## src/rtl/brte_pkg.sv

```systemverilog
// ----------------------------------------------------------------------------
// brte_pkg
// Shared widths, limits and defaults for the binary row transition extractor.
// ----------------------------------------------------------------------------
package brte_pkg;

    // Field widths
    localparam int PIX_W  = 8;   // pixels per input byte
    localparam int COL_W  = 8;   // transition column / marker value
    localparam int IDX_W  = 13;  // edge list index
    localparam int ROW_W  = 6;   // row number
    localparam int BYTE_W = 4;   // byte position within a row
    localparam int OFF_W  = 3;   // pixel offset within a byte

    // Stream payload widths
    localparam int IN_TDATA_W  = 8;
    localparam int OUT_TDATA_W = 32;
    localparam int OUT_TUSER_W = 2;

    // Codes and limits
    localparam logic [COL_W-1:0] ROW_END_MARKER = 8'hFF;
    localparam logic [IDX_W-1:0] IDX_MAX        = {IDX_W{1'b1}};

    // Default geometry
    localparam int DEF_BYTES_PER_ROW  = 10;
    localparam int DEF_ROWS_PER_FRAME = 60;

endpackage

```

## src/rtl/binary_row_transition_extractor.sv

```systemverilog
// ----------------------------------------------------------------------------
// binary_row_transition_extractor
// Turns a packed 1-bit-per-pixel frame into a list of pixel transition
// columns, one row-end marker per row.
//
//  channel   | dir | tdata                              | tuser / tlast
//  ----------+-----+------------------------------------+------------------------
//  s_axis    | in  | pixel_byte                         | tuser: frame_start
//  m_axis    | out | entry_value, list_index, row_number| tuser: first_of_row,
//            |     |                                    | row_end; tlast: last_of_run
//
//  An input byte causes 0..9 results: one per pixel transition plus the
//  row-end marker on the last byte of a row; a byte with no result is
//  still accepted but leaves nothing to emit.
//  The work register emits one result per cycle into the output register while m_axis is not stalled;
//  the next byte is taken in the cycle the last result leaves.
//  Reset clears the row, list and pixel state and empties both registers.
//  A stall on m_axis holds the output beat and, once the work register is
//  loaded, holds off s_axis.
// ----------------------------------------------------------------------------
module binary_row_transition_extractor
    import brte_pkg::*;
#(
    parameter int BYTES_PER_ROW  = DEF_BYTES_PER_ROW,   // 1..16
    parameter int ROWS_PER_FRAME = DEF_ROWS_PER_FRAME   // 1..64
)
(
    input  logic                   clk,
    input  logic                   rst_n,

    input  logic                   s_axis_tvalid,
    output logic                   s_axis_tready,
    input  logic [IN_TDATA_W-1:0]  s_axis_tdata,   // [7:0] pixel_byte
    input  logic                   s_axis_tuser,   // [0] frame_start

    output logic                   m_axis_tvalid,
    input  logic                   m_axis_tready,
    output logic [OUT_TDATA_W-1:0] m_axis_tdata,   // [7:0] entry_value,
                                                   // [20:8] list_index,
                                                   // [26:21] row_number,
                                                   // [31:27] zero
    output logic [OUT_TUSER_W-1:0] m_axis_tuser,   // [0] first_of_row, [1] row_end
    output logic                   m_axis_tlast    // last_of_run
);

    localparam logic [BYTE_W:0] BPR = (BYTE_W+1)'(BYTES_PER_ROW);
    localparam logic [ROW_W:0]  RPF = (ROW_W+1)'(ROWS_PER_FRAME);

    // Row and list state
    logic              prev_pix_reg,  prev_pix_next;
    logic [BYTE_W-1:0] byte_pos_reg,  byte_pos_next;
    logic [ROW_W-1:0]  row_reg,       row_next;
    logic [IDX_W-1:0]  edge_cnt_reg,  edge_cnt_next;
    logic              has_edge_reg,  has_edge_next;

    // Work register: results still to emit for the current byte
    logic [PIX_W-1:0]  work_mask_reg,   work_mask_next;
    logic              work_marker_reg, work_marker_next;
    logic [BYTE_W-1:0] work_byte_reg,   work_byte_next;
    logic [ROW_W-1:0]  work_row_reg,    work_row_next;
    logic [IDX_W-1:0]  work_idx_reg,    work_idx_next;
    logic              work_first_reg,  work_first_next;

    // Output register
    logic              out_valid_reg, out_valid_next;
    logic [COL_W-1:0]  out_value_reg, out_value_next;
    logic [IDX_W-1:0]  out_idx_reg,   out_idx_next;
    logic [ROW_W-1:0]  out_row_reg,   out_row_next;
    logic              out_first_reg, out_first_next;
    logic              out_end_reg,   out_end_next;
    logic              out_last_reg,  out_last_next;

    // Input decode
    logic [PIX_W-1:0]  pix;
    logic              start;
    logic              cur_prev;
    logic [BYTE_W-1:0] cur_byte;
    logic [BYTE_W-1:0] inc_byte;
    logic [ROW_W-1:0]  cur_row;
    logic [IDX_W-1:0]  cur_cnt;
    logic              cur_has;
    logic [PIX_W-1:0]  trans_mask;
    logic              row_done;
    logic [3:0]        n_results;
    logic [IDX_W:0]    cnt_sum;
    logic [ROW_W:0]    row_inc;

    // Emission
    logic              busy;
    logic              emit;
    logic              emit_edge;
    logic              emit_last;
    logic [OFF_W-1:0]  sel;
    logic [PIX_W-1:0]  mask_after;
    logic              accept;

    assign pix   = s_axis_tdata[PIX_W-1:0];
    assign start = s_axis_tuser;

    // Find transitions of the incoming byte, column order (bit 7 first)
    always_comb
    begin
        cur_prev = start ? 1'b0 : prev_pix_reg;
        cur_byte = start ? '0 : byte_pos_reg;
        cur_row  = start ? '0 : row_reg;
        cur_cnt  = start ? '0 : edge_cnt_reg;
        cur_has  = start ? 1'b0 : has_edge_reg;

        trans_mask[0] = pix[PIX_W-1] ^ cur_prev;
        for (int i = 1; i < PIX_W; i++)
        begin
            trans_mask[i] = pix[PIX_W-1-i] ^ pix[PIX_W-i];
        end

        inc_byte = cur_byte + 1'b1;
        row_done = ({1'b0, inc_byte} >= BPR) || (inc_byte == '0);

        n_results = {3'b000, row_done};
        for (int i = 0; i < PIX_W; i++)
        begin
            n_results = n_results + {3'b000, trans_mask[i]};
        end

        cnt_sum = {1'b0, cur_cnt} + {{(IDX_W-3){1'b0}}, n_results};
        row_inc = {1'b0, cur_row} + 1'b1;
    end

    // Pick the leftmost pending transition
    always_comb
    begin
        sel = '0;
        for (int i = PIX_W-1; i >= 0; i--)
        begin
            if (work_mask_reg[i])
            begin
                sel = OFF_W'(i);
            end
        end
        mask_after = work_mask_reg & ~(PIX_W'(1) << sel);
        emit_edge  = (work_mask_reg != '0);
        emit_last  = emit_edge ? ((mask_after == '0) && !work_marker_reg) : 1'b1;
        busy       = emit_edge || work_marker_reg;
        emit       = busy && (!out_valid_reg || m_axis_tready);
    end

    assign s_axis_tready = !busy || (emit && emit_last);
    assign accept        = s_axis_tvalid && s_axis_tready;

    // Advance row and list state on each accepted byte
    always_comb
    begin
        prev_pix_next = prev_pix_reg;
        byte_pos_next = byte_pos_reg;
        row_next      = row_reg;
        edge_cnt_next = edge_cnt_reg;
        has_edge_next = has_edge_reg;
        if (accept)
        begin
            edge_cnt_next = (cnt_sum > {1'b0, IDX_MAX}) ? IDX_MAX : cnt_sum[IDX_W-1:0];
            if (row_done)
            begin
                prev_pix_next = 1'b0;
                byte_pos_next = '0;
                has_edge_next = 1'b0;
                row_next      = (row_inc >= RPF) ? '0 : row_inc[ROW_W-1:0];
            end
            else
            begin
                prev_pix_next = pix[0];
                byte_pos_next = inc_byte;
                has_edge_next = cur_has || (trans_mask != '0);
                row_next      = cur_row;
            end
        end
    end

    // Load the work register on accept, drain it one result per beat
    always_comb
    begin
        work_mask_next   = work_mask_reg;
        work_marker_next = work_marker_reg;
        work_byte_next   = work_byte_reg;
        work_row_next    = work_row_reg;
        work_idx_next    = work_idx_reg;
        work_first_next  = work_first_reg;
        if (accept)
        begin
            work_mask_next   = trans_mask;
            work_marker_next = row_done;
            work_byte_next   = cur_byte;
            work_row_next    = cur_row;
            work_idx_next    = cur_cnt;
            work_first_next  = !cur_has;
        end
        else if (emit)
        begin
            work_idx_next = (work_idx_reg == IDX_MAX) ? IDX_MAX : work_idx_reg + 1'b1;
            if (emit_edge)
            begin
                work_mask_next  = mask_after;
                work_first_next = 1'b0;
            end
            else
            begin
                work_marker_next = 1'b0;
            end
        end
    end

    // Fill the output register
    always_comb
    begin
        out_valid_next = out_valid_reg;
        out_value_next = out_value_reg;
        out_idx_next   = out_idx_reg;
        out_row_next   = out_row_reg;
        out_first_next = out_first_reg;
        out_end_next   = out_end_reg;
        out_last_next  = out_last_reg;
        if (emit)
        begin
            out_valid_next = 1'b1;
            out_value_next = emit_edge ? {1'b0, work_byte_reg, sel} : ROW_END_MARKER;
            out_idx_next   = work_idx_reg;
            out_row_next   = work_row_reg;
            out_first_next = emit_edge && work_first_reg;
            out_end_next   = !emit_edge;
            out_last_next  = emit_last;
        end
        else if (m_axis_tready)
        begin
            out_valid_next = 1'b0;
        end
    end

    // Control registers
    always_ff @(posedge clk or negedge rst_n)
    begin
        if (!rst_n)
        begin
            prev_pix_reg    <= 1'b0;
            byte_pos_reg    <= '0;
            row_reg         <= '0;
            edge_cnt_reg    <= '0;
            has_edge_reg    <= 1'b0;
            work_mask_reg   <= '0;
            work_marker_reg <= 1'b0;
            out_valid_reg   <= 1'b0;
        end
        else
        begin
            prev_pix_reg    <= prev_pix_next;
            byte_pos_reg    <= byte_pos_next;
            row_reg         <= row_next;
            edge_cnt_reg    <= edge_cnt_next;
            has_edge_reg    <= has_edge_next;
            work_mask_reg   <= work_mask_next;
            work_marker_reg <= work_marker_next;
            out_valid_reg   <= out_valid_next;
        end
    end

    // Payload registers
    always_ff @(posedge clk)
    begin
        work_byte_reg  <= work_byte_next;
        work_row_reg   <= work_row_next;
        work_idx_reg   <= work_idx_next;
        work_first_reg <= work_first_next;
        out_value_reg  <= out_value_next;
        out_idx_reg    <= out_idx_next;
        out_row_reg    <= out_row_next;
        out_first_reg  <= out_first_next;
        out_end_reg    <= out_end_next;
        out_last_reg   <= out_last_next;
    end

    // Drive the master side
    assign m_axis_tvalid = out_valid_reg;
    assign m_axis_tdata  = {{(OUT_TDATA_W-COL_W-IDX_W-ROW_W){1'b0}},
                            out_row_reg, out_idx_reg, out_value_reg};
    assign m_axis_tuser  = {out_end_reg, out_first_reg};
    assign m_axis_tlast  = out_last_reg;

`ifndef SYNTHESIS
    // A loaded work register with a stalled output blocks new bytes
    assert property (@(posedge clk) disable iff (!rst_n)
        busy && out_valid_reg && !m_axis_tready |-> !s_axis_tready)
        else $error("input accepted while results are blocked");

    // A row-end marker always closes its byte's results
    assert property (@(posedge clk) disable iff (!rst_n)
        out_valid_reg && out_end_reg |-> out_last_reg && !out_first_reg)
        else $error("row-end marker not last or flagged first");

    // A taken beat that is not last is followed by another result
    assert property (@(posedge clk) disable iff (!rst_n)
        out_valid_reg && m_axis_tready && !out_last_reg |=> out_valid_reg)
        else $error("gap inside a byte's results");

    // Consecutive results of one byte step the list index by one or saturate
    assert property (@(posedge clk) disable iff (!rst_n)
        out_valid_reg && m_axis_tready && !out_last_reg |=>
        (out_idx_reg == $past(out_idx_reg) + 1'b1) || (out_idx_reg == IDX_MAX))
        else $error("list index skipped within a byte");
`endif

endmodule

```

## config.mk

```make
export PLATFORM = sky130hd
export DESIGN_NAME = binary_row_transition_extractor
export DESIGN_NICKNAME = d
export VERILOG_FILES = /design/src/rtl/brte_pkg.sv /design/src/rtl/binary_row_transition_extractor.sv
export SDC_FILE = /design/constraint.sdc
export NUM_CORES = 1
export LEC_CHECK = 0
export BUFFER_PORTS_ARGS = -buffer_cell sky130_fd_sc_hd__buf_4
export CORE_MARGIN = 2
export CORE_UTILIZATION = 40
export DETAILED_ROUTE_END_ITERATION = 16
export PLACE_DENSITY = 0.66
export SLEW_MARGIN = 20
export SYNTH_ARGS = -nofsm -noshare
export SYNTH_HDL_FRONTEND = slang
export SYNTH_SLANG_ARGS = --single-unit
```

## constraint.sdc

```tcl
create_clock -name clk -period 6.42 [get_ports clk]
set_clock_uncertainty 0.15 [all_clocks]
set_input_delay 0.963 -clock clk [delete_from_list [all_inputs] [get_ports clk]]
set_output_delay 0.963 -clock clk [all_outputs]
set_load 0.05 [all_outputs]
```

==> Word-level counts from Yosys, hierarchy flattened <==
Cells that the tools add are included.
{ "word_totals": {"wordCells": 106, "reg_bits": 89, "romBits": 0, "n_memories": 0, "latch_bits": 0, "inputBits": 13, "ram_bits": 0} }
{ "classes": {"div": 0, "reduce_logical": 24, "multipliers": 0, "n_lt_le_gt_ge": 3, "mux": 35, "eq_ne": 2, "bitwise": 10, "n_shift": 1, "addsub": 12} }
{ "op_table": {"columns": ["op", "count"], "rows": [
  ["two-way mux 13 bit", 5],
  ["two-way mux 8 bit", 4],
  ["two-way mux 3 bit", 8],
  ["adder 4 x 1 -> 4 bit", 5],
  ["two-way mux 6 bit", 3],
  ["nonzero test 8 bit", 2],
  ["adder 13 x 4 -> 14 bit", 1],
  ["> comparator 14 x 13 -> 1 bit, second input constant", 1],
  ["adder 13 x 1 -> 13 bit, second input constant", 1],
  ["equality test 13 bit, second input constant", 1],
  ["two-way mux 1 bit", 13],
  ["bitwise AND 8 bit", 1],
  ["zero test 8 bit", 1],
  ["two-way mux 4 bit", 2],
  ["inverter 8 bit", 1],
  ["<< shifter 1 x 3 -> 8 bit, first input constant", 1],
  ["bitwise XOR 1 bit", 8],
  ["adder 6 x 1 -> 7 bit, second input constant", 1],
  [">= comparator 7 x 6 -> 1 bit, second input constant", 1],
  ["nonzero test 2 bit", 3],
  ["logical AND 1 bit", 5],
  ["zero test 1 bit", 5],
  ["logical OR 1 bit", 5],
  ["adder 3 x 1 -> 4 bit", 1],
  ["7 further kinds", 8]
]} }

==> Logic depth before layout (Yosys ltp) <==
Gate-level depths: netlist of run 1.
{ "logic_depth": {"ltp_word": 19, "mapped_depth": 20, "depth_no_buf": 18} }

==> Least setup slack after synthesis of run 1 <==
No wires, ideal clock.
{ "synth_path": {"kind": "in2reg", "startpoint": "input port s_axis_tuser", "endpoint": "register edge_cnt_reg[8]", "path_slack_ns": 0.797, "required_time_ns": 6.144, "arrival_time_ns": 5.347, "cell_stages": 19, "setup_time_ns": 0.126, "cell_sequence": "inv_1 clkbuf_1 nand2_1 inv_1 ha_1 clkbuf_1 o211ai_1 a311oi_2 fa_1 fa_1 fa_1 ha_1 inv_1 fa_1 nor2b_1 o21a_1 o21a_1 nand3_1 a221o_1"} }
{ "synth_between": {"elab_chain_cells": 15, "word_cells_on_any_way": 19} }
{ "synth_lines": {"columns": ["item", "line", "source"], "rows": [
  ["start: declaration", "binary_row_transition_extractor.sv:34", "input logic s_axis_tuser,"],
  ["two-way mux 4 bit *", "binary_row_transition_extractor.sv:104", "cur_byte = start ? '0 : byte_pos_reg;"],
  ["named net cur_byte[1]", "binary_row_transition_extractor.sv:77", "logic [BYTE_W-1:0] cur_byte;"],
  ["adder 4 x 1 -> 4 bit *", "binary_row_transition_extractor.sv:115", "inc_byte = cur_byte + 1'b1;"],
  [">= comparator 4 bit / zero test 4 bit (equally long branches)", "binary_row_transition_extractor.sv:116", "row_done = ({1'b0, inc_byte} >= BPR) || (inc_byte == '0);"],
  ["logical OR 1 bit *", "binary_row_transition_extractor.sv:116", null],
  ["adder 1 x 1 -> 2 bit *", "binary_row_transition_extractor.sv:121", "n_results = n_results + {3'b000, trans_mask[i]};"],
  ["adder 2 x 1 -> 3 bit *", "binary_row_transition_extractor.sv:121", null],
  ["adder 3 x 1 -> 4 bit *", "binary_row_transition_extractor.sv:121", null],
  ["adder 4 x 1 -> 4 bit * (5 in a row)", "binary_row_transition_extractor.sv:121", null],
  ["adder 13 x 4 -> 14 bit *", "binary_row_transition_extractor.sv:124", "cnt_sum = {1'b0, cur_cnt} + {{(IDX_W-3){1'b0}}, n_results};"],
  ["> comparator 14 x 13 -> 1 bit", "binary_row_transition_extractor.sv:159", "edge_cnt_next = (cnt_sum > {1'b0, IDX_MAX}) ? IDX_MAX : cnt_sum[IDX_W-1:0];"],
  ["two-way mux 13 bit *", "binary_row_transition_extractor.sv:159", null],
  ["end signal: assignment", "binary_row_transition_extractor.sv:255", "edge_cnt_reg <= edge_cnt_next;"],
  ["end: declaration", "binary_row_transition_extractor.sv:53", "logic [IDX_W-1:0] edge_cnt_reg, edge_cnt_next;"]
]} }
The timed path passes the listed nets; every way through them passes the cells marked *.
A chain may end at the register's enable or synchronous reset.

==> Final worst setup path of run 1 <==
{ "layout_path": {"startpoint": "input port s_axis_tuser", "endpoint": "register edge_cnt_reg[7]"} }
The elaborated chain is that of the path after synthesis.

==> flow_metrics.tcl, run 1 <==
set metrics [dict create \
    run_status "complete, no violations" \
    initial_core_util_pct 40.97 \
    synth_edf_count 53 \
    ctsHtreeMaxLevel 3 \
    grt_pass1_vias 3274 \
    final-hold-violation-count 0 \
    setup_viol 0 \
    max_stage_delay_ps 660 \
    drc 0 \
    power_density_nw_per_um2 546.4 \
    synthToLayoutAreaGrowth_pct 15.46 \
    pwr-share-comb_pct 44.9 \
    cts.path.max_buffers 2 \
    routed_via_density 5.472 \
    clockPowerShare_pct 19.0 \
    crit_top_cell "inv_1" \
    syn_area_um2 4678 \
    ys_ff_latch 88 \
    numCtsBuffers 9 \
    r2r-end "edge_cnt_reg[7]" \
    hpwlAfterDp_um 6571 \
    setup.worst_path.end "edge_cnt_reg[7]" \
    dieArea_um2 12580 \
    antenna_found_initial 0 \
    cts_resized 0 \
    avgRoutedWirePerCell_um 15.40 \
    yosysUniqueCellTypes 58 \
    path_cells "buf_4, inv_1, nand2_1, inv_1, ha_1, nand2b_1, a311oi_2, fa_1, fa_1, inv_1, fa_1, inv_1, ha_1, a21o_1, a211oi_1, nor2_1, a31oi_1, o22a_1" \
    ys_warn_count 0 \
    dr.pass1.iters 5 \
    layout_commonest_cell "edfxtp_1" \
    swShare_pct 42.41 \
    gp_congestion 0.8182 \
    start_kind "primary input" \
    cts_sinks 88 \
    drt_iter0_drc 348 \
    ios 50 \
    ctsHoldBuffers 0 \
    ir_worst_vdd_mv 0.2382 \
    critical_path_required_ps 6550 \
    rrSetupSlack_ps 1460 \
    post_cts_buffers 0 \
    max-slew-margin-rel_pct 39.59 \
    final_net_count 500 \
    p_sw_uw 1252 \
    async_flop_share_pct 39.77 \
    slew_violations 0 \
    dpl_cell_area_um2 5086 \
    p_leak_uw 0.002238 \
    final_cell_mix "53 x edfxtp_1, 47 x buf_4, 35 x dfrtp_1" \
    critPathCaptureType "register" \
    internal_power_uw 1700 \
    rows 39 \
    seq_power_share_pct 36.2 \
    vias 3387 \
    ys_seq_area_share_pct 52.74 \
    grt_pass1_wl_um 16060 \
    routed_wl_um 9531 \
    clk_pin_slew_ps 60 \
    cts_tree "yes" \
    cap_viol_max_count 0 \
    die_y_um 112.1 \
    clk_latency_ps 340 \
    regToRegStartpoint "byte_pos_reg[0]" \
    post-route-min-period_ps 5545 \
    stdcell_area_um2 5401 \
    crit_path_start "s_axis_tuser" \
    r2r_cells 15 \
    grt_max_degree 66 \
    hp-class "reg2reg" \
    critical_path.slowest_cell "a211oi_1" \
    max_clock_freq_mhz 180.3 \
    worst_pin_slew_ps 905.1 \
    die_w_um 112.1 \
    cts_root_buffer "clkbuf_16" \
    finalCritPeriodShare_pct 86.37 \
    track_usage_pct 15.77 \
    arrival_ps 5670 \
    drive_gt1_share_pct 15.34 \
    synthFlopType "edfxtp_1" \
    grt_overflow_total 0 \
    rsz0062_at_grt "no" \
    critPathKind "in2reg" \
    avgSynthCellArea_um2 10.73 \
    fp.coreArea_um2 11420 \
    netlist_instances 436 \
    port-buffer-count 44 \
    path_max_fanout 30 \
    diodes 0 \
    ant_nets 0 \
    fin_tns_setup_ps 0 \
]
-- routing by layer --
layer | share of wire, % | up-vias | track usage (%)
met2 | 48 | 73 | 24.62
met3 | 4.2 | 13 | 3.402
met4 | 1.8 | 0 | 6.016
li1 | - | 1634 | -
met1 | 46 | 1667 | 21.71
met5 | 0 | - | 0
-- critical path, delay by kind of cell --
family                     cells  cell delay (ps)
and+or+nand+nor                3              510
AOI/OAI and AO/OA              5             1600
adders and majority gates      5             1790
buffers and inverters          5              800
-- cell families after synthesis --
logic type,Yosys count,synth area share (%)
flip-flops,88,52.74
other,1,0.08016
multiplexers,1,0.2407
XOR/XNOR,21,3.931
adder cells (fa/ha/maj),17,5.456
buffers and inverters,54,5.402
AO/OA/AOI/OAI,115,16.77
AND/OR/NAND/NOR,139,15.38
-- Yosys cell counts, drive strengths merged, types with 7 or more instances --
cell / count / share of area (%)
nor2b: 21 / 2.8
a21o: 8 / 1.3
clkbuf: 13 / 1.0
ha: 10 / 2.7
nand3: 11 / 1.2
a21oi: 23 / 2.5
a31oi: 14 / 1.9
o21ai: 28 / 3.0
nor3: 10 / 1.3
inv: 27 / 2.2
edfxtp: 53 / 34
dfrtp: 35 / 19
nor2: 30 / 2.4
xor2: 17 / 3.2
nand2: 29 / 2.3
and3: 8 / 1.1
o31ai: 7 / 1.4
buf: 14 / 2.2
-- worst min-delay path by stage --
stage | depth (start not counted) | to | from
after CTS | 0 | out_row_reg[0] | work_row_reg[0]
after floorplan | 0 | out_row_reg[0] | work_row_reg[0]
after detailed placement | 0 | out_row_reg[0] | work_row_reg[0]
final | 0 | out_row_reg[0] | work_row_reg[0]
after global placement | 0 | out_row_reg[0] | work_row_reg[0]
after global routing | 0 | out_row_reg[1] | work_row_reg[1]
-- layout make-up --
class / instances / area, um^2
Clock inverter: 4 / 68.82
Clock buffer: 12 / 246.5
Timing Repair Buffer: 47 / 352.8
Fill cell: 1090 / 6017
Tap cell: 143 / 178.9
Sequential cell: 88 / 2467
Inverter: 27 / 101.3
Multi-Input combinational cell: 298 / 1986
-- per-stage QoR --
stage,std cells,util [%],total power (uW),hold WS (ps),worst slack [ps]
6_report,619,47.30,2951,267.4,875.0
5_1_grt,619,47.30,3141,282.3,502.6
4_1_cts,619,47.30,2972,269.6,896.4
3_5_place_dp,603,44.54,2404,255.7,541.9
3_3_place_gp,603,44.54,2367,250.6,738.7
2_1_floorplan,440,-,2074,250.3,796.9
-- power groups by stage --
| stage | clock, uW | combinational (uW) | sequential [uW] |
|---|---|---|---|
| after floorplan | 0 | 773 | 1300 |
| after global placement | 0 | 1300 | 1060 |
| after detailed placement | 0 | 1330 | 1080 |
| after CTS | 569 | 1340 | 1070 |
| after global routing | 593 | 1450 | 1100 |
| final | 559 | 1320 | 1070 |
(Power assumes the default switching activity.)
==> inputs of run 2 (changes only) <==
--- a/config.mk
+++ b/config.mk
@@ -9,7 +9,7 @@
 export CORE_MARGIN = 2
 export CORE_UTILIZATION = 40
 export DETAILED_ROUTE_END_ITERATION = 16
-export PLACE_DENSITY = 0.66
+export PLACE_DENSITY_LB_ADDON = 0.12
 export SLEW_MARGIN = 20
 export SYNTH_ARGS = -nofsm -noshare
 export SYNTH_HDL_FRONTEND = slang
==> constraint.sdc (replaced) <==
create_clock -name clk -period 6.42 [get_ports clk]
set_clock_uncertainty 0.15 [all_clocks]
set_input_delay 0.321 -clock clk [delete_from_list [all_inputs] [get_ports clk]]
set_output_delay 0.321 -clock clk [all_outputs]
set_load 0.05 [all_outputs]
==> flow_metrics.tcl, run 2 (same netlist as run 1, synthesis figures left out) <==
set metrics [dict create \
    dr.pass1.iters 5 \
    max-slew-margin-rel_pct 33.47 \
    port-buffer-count 44 \
    max_clock_freq_mhz 200.4 \
    ios 50 \
    cap_viol_max_count 0 \
    cts_tree "yes" \
    die_y_um 112.1 \
    power_density_nw_per_um2 540.8 \
    clk_latency_ps 350 \
    start_kind "register" \
    diodes 0 \
    rrSetupSlack_ps 1430 \
    run_status "complete, no violations" \
    critPathKind "reg2reg" \
    hpwlAfterDp_um 6559 \
    drc 0 \
    final-hold-violation-count 0 \
    crit_top_cell "fa_1" \
    numCtsBuffers 9 \
    rsz0062_at_grt "no" \
    finalCritPeriodShare_pct 77.73 \
    vias 3332 \
    drt_iter0_drc 237 \
    cts_root_buffer "clkbuf_16" \
    stdcell_area_um2 5385 \
    layout_commonest_cell "edfxtp_1" \
    path_max_fanout 10 \
    fin_tns_setup_ps 0 \
    max_stage_delay_ps 660 \
    nFillCells 1099 \
    clk_pin_slew_ps 60 \
    drive_gt1_share_pct 15.51 \
    worst_pin_slew_ps 996.9 \
    critPathCaptureType "register" \
    die_w_um 112.1 \
    final_net_count 501 \
    dieArea_um2 12580 \
    grt_max_degree 66 \
    grt_pass1_wl_um 16290 \
    avgRoutedWirePerCell_um 15.65 \
    cts.path.max_buffers 2 \
    track_usage_pct 16.28 \
    slew_violations 0 \
    ctsHtreeMaxLevel 3 \
    path_cells "nor2b_1, ha_1, o211ai_1, a311oi_2, buf_4, fa_1, fa_1, inv_1, fa_1, inv_1, ha_1, a21o_1, a211oi_1, nor2_1, a31oi_1, o22a_1" \
    routed_via_density 5.374 \
    grt_overflow_total 0 \
    critical_path_required_ps 6550 \
    gp_congestion 0.7897 \
    final_cells 620 \
    synthToLayoutAreaGrowth_pct 15.11 \
    arrival_ps 5120 \
    antenna_found_initial 0 \
    hp-class "in2reg" \
    initial_core_util_pct 40.97 \
    rows 39 \
    dpl_cell_area_um2 5086 \
    ir_worst_vdd_mv 0.2802 \
    fp.coreArea_um2 11420 \
    post-route-min-period_ps 4990 \
    routed_wl_um 9703 \
    cts_sinks 88 \
    final_cell_mix "53 x edfxtp_1, 47 x buf_4, 35 x dfrtp_1" \
    placed_cells 603 \
    p_leak_uw 0.002228 \
    critical_path.slowest_cell "a211oi_1" \
    ant_nets 0 \
    grt_pass1_vias 3219 \
    setup_viol 0 \
]
[run 2: changes by cell type in the layout (fill, tap and decap cells not counted)]
cell           delta
bufinv_16         -1
clkbuf_1          -1
clkbuf_8          -1
clkinv_2          +1
clkinv_4          +1
clkinvlp_4        +1
dlygate4sd3_1     +1
[run 2: final cells by class]
class | count | area (um^2) | area share, %
sequential | 88 | 2467 | 45.82
clock inverter | 6 | 60.06 | 1.115
clock buffer | 10 | 229.0 | 4.252
inverter | 27 | 101.3 | 1.882
tap | 143 | 178.9 | 3.323
timing repair buffer | 48 | 362.8 | 6.738
multi-input combinational | 298 | 1986 | 36.87
[run 2: worst max-delay path, delay by kind of cell, from the launching register on]
kind	cells	cell delay, ps
adders and majority gates	5	1850
buffers and inverters	3	400
DFF	1	410
and+or+nand+nor	2	480
AOI/OAI and AO/OA	6	1620
[run 2: stage by stage]
stage	util, %	setup slack (ps)	power (uW)	hold slack, ps
2_1_floorplan	-	1439	2074	-124.6
3_5_place_dp	44.54	1075	2407	176.5
6_report	47.16	1430	2912	86.67
4_1_cts	47.16	1412	2939	76.68
3_3_place_gp	44.54	1278	2391	177.2
5_1_grt	47.16	1061	3111	103.0
[run 2: final timing paths]
path | startpoint | depth (start not counted) | endpoint
worst max-delay path | byte_pos_reg[0] | 16 | edge_cnt_reg[7]
worst min-delay path | s_axis_tdata[0] | 3 | prev_pix_reg
worst max register to register | byte_pos_reg[0] | 16 | edge_cnt_reg[7]
worst min register to register | work_row_reg[2] | 0 | out_row_reg[2]
max in group asynchronous | rst_n | 2 | row_reg[5]
min in group asynchronous | rst_n | 2 | edge_cnt_reg[3]
[run 2: metal layers]
metal,vias up,global-route usage [%],wire length (um)
met4,0,5.935,151
met1,1598,23.03,4797
li1,1648,-,-
met3,9,3.780,330
met2,77,24.66,4423
met5,-,0,0
[run 2: report_power, final]
group / switching [uW] / total [uW] / internal, uW
Clock: 217 / 517 / 299
Sequential: 153 / 1070 / 913
Combinational: 891 / 1330 / 439
Total: 1260 / 2910 / 1650
[run 2: what timing repair did]
item	CTS	global route
hold buffers	1	0
hold endpoints to repair	35	0
resized for setup	0	0
buffers inserted	0	0
